`config.mk`:
```
export PLATFORM = sky130hd
export DESIGN_NAME = bctc_front_flat
export DESIGN_NICKNAME = d
export VERILOG_FILES = /design/src/rtl/core/bctc_pkg.sv /design/src/rtl/core/bctc_if.sv /design/src/rtl/core/bctc_front.sv /design/src/flat_wrapper.sv
export SDC_FILE = /design/constraint.sdc
export NUM_CORES = 1
export LEC_CHECK = 0
export BUFFER_PORTS_ARGS = -buffer_cell sky130_fd_sc_hd__buf_2
export CAP_MARGIN = 20
export CORE_MARGIN = 2
export CORE_UTILIZATION = 55
export DETAILED_ROUTE_END_ITERATION = 10
export PLACE_DENSITY = 0.93
export SLEW_MARGIN = 20
export SYNTH_ARGS = -nofsm -noshare
export SYNTH_HDL_FRONTEND = slang
export SYNTH_SLANG_ARGS = --single-unit
```
`constraint.sdc`:
```
create_clock -name clk -period 4.49 [get_ports clk]
set_clock_uncertainty 0.05 [all_clocks]
set_input_delay 0.898 -clock clk [delete_from_list [all_inputs] [get_ports clk]]
set_output_delay 0.898 -clock clk [all_outputs]
set_load 0.01 [all_outputs]
```
`src/rtl/core/bctc_pkg.sv`:
```
// Block cache tag controller: shared constants, result kinds, queue entry type.
// No dependencies; every other file in rtl/core refers to this package by scope.
package bctc_pkg;

	localparam int SLOTS      = 256;
	localparam int DEVICES    = 8;

	localparam int FUNC_W     = 2;
	localparam int DEV_W      = 4;
	localparam int BLK_W      = 32;
	localparam int KIND_W     = 3;
	localparam int SLOT_OUT_W = 8;

	localparam int SLOT_W     = $clog2(SLOTS);
	localparam int ISS_W      = SLOT_W + 1;
	localparam int TAG_W      = DEV_W + BLK_W;
	localparam int DEV_CMP_W  = DEV_W + 1;

	localparam int QDEPTH     = 2;
	localparam int QPTR_W     = (QDEPTH > 1) ? $clog2(QDEPTH) : 1;
	localparam int QCNT_W     = $clog2(QDEPTH + 1);

	localparam logic [FUNC_W-1:0] FUNC_READ  = 2'd0;
	localparam logic [FUNC_W-1:0] FUNC_WRITE = 2'd1;

	typedef enum logic [KIND_W-1:0] {
		KIND_WB    = 3'd0,
		KIND_LOAD  = 3'd1,
		KIND_READ  = 3'd2,
		KIND_WRITE = 3'd3,
		KIND_ERR   = 3'd4
	} kind_t;

	// classified request handed from front to back
	typedef struct packed {
		logic             err;
		logic             wr;
		logic [DEV_W-1:0] device;
		logic [BLK_W-1:0] block;
	} req_t;

	// low bits of a slot index, zero-extended when the index is narrower
	function automatic logic [SLOT_OUT_W-1:0] slot_field(input logic [SLOT_W-1:0] idx);
		logic [SLOT_W+SLOT_OUT_W-1:0] ext;
		ext = {{SLOT_OUT_W{1'b0}}, idx};
		return ext[SLOT_OUT_W-1:0];
	endfunction

endpackage

```
`src/rtl/core/bctc_if.sv`:
```
// Valid/ready channel interfaces for requests and results.
// Depends on bctc_pkg for field widths.
interface bctc_req_if;
	logic                          valid;
	logic                          ready;
	logic [bctc_pkg::FUNC_W-1:0]   func;
	logic [bctc_pkg::DEV_W-1:0]    device;
	logic [bctc_pkg::BLK_W-1:0]    block_number;

	modport source (output valid, func, device, block_number, input ready);
	modport sink   (input valid, func, device, block_number, output ready);
endinterface


```
`src/rtl/core/bctc_front.sv`:
```
// Front end: takes request beats, flags bad operations and devices, and queues them.
// Depends on bctc_pkg and bctc_req_if.
module bctc_front (
	input  logic              clk,
	input  logic              arst_n,
	bctc_req_if.sink          req,
	output logic              q_valid,
	input  logic              q_ready,
	output bctc_pkg::req_t    q_data
);

	bctc_pkg::req_t                   q_mem [bctc_pkg::QDEPTH];
	logic [bctc_pkg::QPTR_W-1:0]      wr_ptr_q;
	logic [bctc_pkg::QPTR_W-1:0]      rd_ptr_q;
	logic [bctc_pkg::QCNT_W-1:0]      cnt_q;
	logic                             push;
	logic                             pop;
	bctc_pkg::req_t                   cls;

	always_comb begin
		cls.err    = !(req.func inside {bctc_pkg::FUNC_READ, bctc_pkg::FUNC_WRITE}) ||
		             (bctc_pkg::DEV_CMP_W'(req.device) >= bctc_pkg::DEV_CMP_W'(bctc_pkg::DEVICES));
		cls.wr     = (req.func == bctc_pkg::FUNC_WRITE);
		cls.device = req.device;
		cls.block  = req.block_number;
	end

	assign req.ready = (cnt_q != bctc_pkg::QCNT_W'(bctc_pkg::QDEPTH));
	assign push      = req.valid && req.ready;
	assign q_valid   = (cnt_q != '0);
	assign pop       = q_valid && q_ready;
	assign q_data    = q_mem[rd_ptr_q];

	always_ff @(posedge clk) begin
		if (push) begin
			q_mem[wr_ptr_q] <= cls;
		end
	end

	always_ff @(posedge clk or negedge arst_n) begin
		if (!arst_n) begin
			wr_ptr_q <= '0;
			rd_ptr_q <= '0;
			cnt_q    <= '0;
		end else begin
			if (push) begin
				wr_ptr_q <= (wr_ptr_q == bctc_pkg::QPTR_W'(bctc_pkg::QDEPTH - 1)) ? '0 :
				            wr_ptr_q + 1'b1;
			end
			if (pop) begin
				rd_ptr_q <= (rd_ptr_q == bctc_pkg::QPTR_W'(bctc_pkg::QDEPTH - 1)) ? '0 :
				            rd_ptr_q + 1'b1;
			end
			if (push && !pop) begin
				cnt_q <= cnt_q + 1'b1;
			end else if (pop && !push) begin
				cnt_q <= cnt_q - 1'b1;
			end
		end
	end

endmodule

```
`src/flat_wrapper.sv`:
```
// flat-port wrapper written by rule: the top's interface ports become plain ports
module bctc_front_flat 
  (clk, arst_n, q_valid, q_ready, q_data, req_valid, req_func, req_device, req_block_number, req_ready);
  bctc_req_if req_i ();
  input  logic clk;
  input  logic arst_n;
  output logic q_valid;
  input  logic q_ready;
  output bctc_pkg::req_t q_data;
  input wire logic [$bits(req_i.valid)-1:0] req_valid;
  input wire logic [$bits(req_i.func)-1:0] req_func;
  input wire logic [$bits(req_i.device)-1:0] req_device;
  input wire logic [$bits(req_i.block_number)-1:0] req_block_number;
  output wire logic [$bits(req_i.ready)-1:0] req_ready;
  assign req_i.valid = req_valid;
  assign req_i.func = req_func;
  assign req_i.device = req_device;
  assign req_i.block_number = req_block_number;
  assign req_ready = req_i.ready;
  bctc_front u_core (.clk(clk), .arst_n(arst_n), .req(req_i), .q_valid(q_valid), .q_ready(q_ready), .q_data(q_data));
endmodule
```
* After elaboration in Yosys (flattened, before gate mapping) *
Memories as Yosys holds them, arrays and structs flattened.
Cells that the tools add are included.

storage, ports and cells
  register bits after elaboration = 4
  latch bits = 0
  memory bits (writable) = 76
  memory bits (read-only) = 0
  input bits = 42
  output and inout port bits = 40
  word-level logic and storage cells = 29
  memories = 1

memory list
  memory        words  width  read ports  clocked after memory_dff  write ports  line              source
  u_core.q_mem  2      38     1           0                         1            bctc_front.sv:12  bctc_pkg::req_t q_mem [bctc_pkg::QDEPTH];

cells by class
  add/subtract/negate cells = 4
  multipliers = 0
  divide/modulo/power cells = 0
  $lt $le $gt $ge = 1
  eq/ne operators = 2
  shift-type cells = 0
  multiplexer cells = 6
  bitwise logic cells = 0
  reductions and logical operators = 12

operators with widths
  operator               count
  $reduce_bool A2 Y1     3
  $ge A4 B4 Y1 const B   1
  $logic_and A1 B1 Y1    4
  $mux W1                4
  $mux W2                2
  $logic_not A1 Y1       3
  $add A1 B1 Y1 const B  2
  $add A2 B1 Y2 const B  1
  $eq A2 B1 Y1 const B   1
  $logic_not A2 Y1       1
  $ne A2 B2 Y1 const B   1
  $sub A2 B1 Y2 const B  1
  $logic_or A1 B1 Y1     1

* Logic depth before layout (Yosys ltp) *
  word-level depth = 6
  depth in mapped cells = 7
  depth with buffers taken out = 7

* Least setup slack after synthesis *
OpenSTA, ideal clock, no wires.

  path kind = input to register
  start = input req_valid
  end = memory u_core.q_mem[0][0] (netlist name), enable pin
  setup time = 0.433 ns
  arrival time = 2.592 ns
  required time = 4.007 ns
  slack = 1.415 ns
  stages on the path = 2
  path buffers = 0
  path through = nand2_1 -> nor2_1

between the ends
  longest elaborated chain between the ends = 3

RTL lines
  element                        line                source
  start: declaration             flat_wrapper.sv:10  input wire logic [$bits(req_i.valid)-1:0] req_valid;
  $logic_and A1 B1 Y1            bctc_front.sv:29    assign push = req.valid && req.ready;
  $mux W1                        bctc_front.sv:35    if (push) begin
  $mux W1 (not written as such)  bctc_front.sv:36    q_mem[wr_ptr_q] <= cls;
  end: declaration               bctc_front.sv:12

No other way between the ends.

==> out/metrics.yaml <==
clock_tree:
  htree_levels: 3
  cts_buffers: 9
  root_buffer: "clkbuf_8"
  clock_sinks: 80
  tritoncts: "done"
  post_cts_resize_count: 0
  clock_latency_ns: 0.33
  cts_hold_buffers: 0
  clkTransAtPathRegs_ns: 0.07
  post_cts.repair.setup_buffers: 0
  clk_path_buf_depth: 2
synth:
  synth_top_family_by_area: "multiplexers"
  synth.mux.area_fraction_pct: 15.54
  syn-num-nets: 181
  synth_xor_area_share_pct: 1.462
  yosys.area.top_type: "edfxtp_1"
  synth_ff_type: "edfxtp_1"
  synthCells: 138
  synth_edf_count: 76
  synth_cell_type_count: 18
  yosys.area_share.simple_pct: 1.546
  synth_warnings: 0
  avgSynthCellArea_um2: 21.71
  synth_compound_area_share_pct: 0
  yosysMostFrequentCell: "edfxtp_1"
  ys_top_cells_by_count: "edfxtp_1, mux2_2, mux2_4, dfrtp_1, xnor2_1"
  synthAdderAreaFrac_pct: 0.4177
  ys_seq_area_share_pct: 79.53
  synth-seq-cells: 80
  yosysTopAreaCellShare_pct: 76.19
  syn_area_um2: 2995
  yosys-top-cells-area: "edfxtp_1, mux2_2, mux2_4"
  async_reset_ff_share_pct: 5.000
critical_path:
  cp_slowest_stage_delay_ns: 1.01
  required_ns: 3.54
  reg2reg_to: "u_core.q_mem[0][15]"
  start_kind: "flip-flop"
  arrival_ns: 1.92
  critPathCaptureType: "output port"
  r2r-start: "u_core.cnt_q[0]"
  cp_cell_sequence: "mux2_2 > buf_2"
  ff2ff_path_depth: 4
  crit_start: "u_core.rd_ptr_q"
  slowest_stage: "dfrtp_2"
  timing.reg2reg.setup_slack_ns: 2.65
  critical_path_class: "flip-flop to output port"
  path_max_fanout: 39
placed_design:
  dpl.hpwl_mm: 2.951
  portBuffers: 81
  gp_congestion: 0.6753
  place_area_um2: 3457
grt:
  top_usage_layer: "met2"
  grt_pass1_vias: 1485
  antenna_found_initial: 0
  grt_util_all_layers_pct: 16.02
  grt_max_degree: 40
  grt_pass1_wl_mm: 7.189
  grt.overflow.total: 0
  met3_usage_pct: 5.465
  met1_usage_pct: 21.48
  grt.met2_usage_pct: 24.57
detailed_routing:
  vias: 1519
  drt-pass1-iter-count: 4
  routed_wl_mm: 4.654
  post_drt_wl_per_cell_um: 15.46
  vias_per_cell: 5.047
  ant_nets: 0
  route.detailed.drc: 0
  dr.first_iter.drc_count: 70
cells_and_area:
  diodes: 0
  final_cell_area_um2: 3685
  final_core_util_pct: 71.24
  drive_gt1_share_pct: 58.87
  fin_nets: 270
  area_growth_pct: 23.02
timing:
  finalCriticalPeriod_ns: 2.871
  fin_tns_setup_ns: 0
  grt_setup_unrepaired: "false"
  tightest_slew_ns: 0.9754
  max_freq_mhz: 348.3
  setup_viol: 0
  slew_headroom_pct: 34.97
  hold_viol_final: 0
  slew_viol_final: 0
  timing.final.crit_share_pct: 63.95
job:
  cap_violations: 0
hold_path:
  worstHoldPathType: "input port to async pin"
pwr:
  power_leakage_uw: 0.001428
  finalPower_uw: 2344
  peakVddDrop_mv: 0.3984
  power_per_cell_area_nw_per_um2: 636.1
die:
  rows: 26
  die_height_um: 77.80
  initial_core_util_pct: 57.91
  die-area_um2: 6052
  core_area_um2: 5172
  die_x_um: 77.80
  io-pin-count: 82
status:
  status: "completed"
final cells by class:
| class | instances | area [um^2] |
|---|---|---|
| clock buffers | 10 | 127.6 |
| well taps | 70 | 87.58 |
| clock inverters | 5 | 72.57 |
| inverters | 1 | 3.754 |
| repair buffers | 82 | 432.9 |
| flip-flops and latches | 80 | 2384 |
| fillers | 351 | 1488 |
| multi-input cells | 53 | 576.8 |
cells in the final DEF (no fill, tap or decap):
cell type / n
mux2_2: 28
or2_1: 1
or2_2: 1
xnor2_1: 3
clkinv_2: 1
bufinv_16: 2
inv_1: 1
nor2_1: 1
dfrtp_2: 1
edfxtp_1: 76
nor2b_1: 1
dfrtp_1: 3
buf_2: 81
mux2_4: 10
nand2_1: 2
clkbuf_1: 1
nand2b_1: 1
clkinv_1: 2
xor2_1: 2
and3_2: 1
buf_16: 1
nor2_4: 1
ha_1: 1
clkbuf_8: 9
worst max-delay path: cells and delay by family (launching register included):
kind                   cells  cell delay (ns)
muxes                      1             0.43
DFF                        1             1.01
buffers and inverters      1             0.14
stage by stage:
stage	worst slack, ns	hold slack (ns)	instances
floorplan	1.415	0.4064	138
global placement	1.979	0.4322	285
detailed placement	1.969	0.4362	285
CTS	1.600	0.3012	300
global route	1.516	0.3015	301
finish	1.619	0.3126	301
per-layer routing:
layer,vias up,share of wire [%],wire (um)
met1,735,44,2063
met4,0,0.60,28
met2,69,48,2242
met5,-,0,0
met3,6,6.9,320
li1,709,-,-
how the worst max path moves through the flow:
stage | depth (start not counted) | endpoint
floorplan | 2 | u_core.q_mem[0][0]
global placement | 2 | q_data[15]
detailed placement | 2 | q_data[10]
CTS | 2 | q_data[10]
global route | 2 | q_data[25]
finish | 2 | q_data[10]
flip-flops by register name, summed over array words and instances (netlist names):
name             cells
u_core.q_mem        76
u_core.cnt_q         2
u_core.rd_ptr_q      1
u_core.wr_ptr_q      1
power by group:
group          internal [uW]  switching [uW]  total, uW
clock network            306             224        530
logic                    360             306        666
registers               1020             125       1150
logic make-up (layout without fill, tap and decap cells):
family,after synthesis,count (layout)
fa+ha+maj,1,1
xor+xnor,5,5
buf+inv,5,98
flops,80,80
mux,38,38
simple gates,9,9
(Power assumes the default switching activity.)
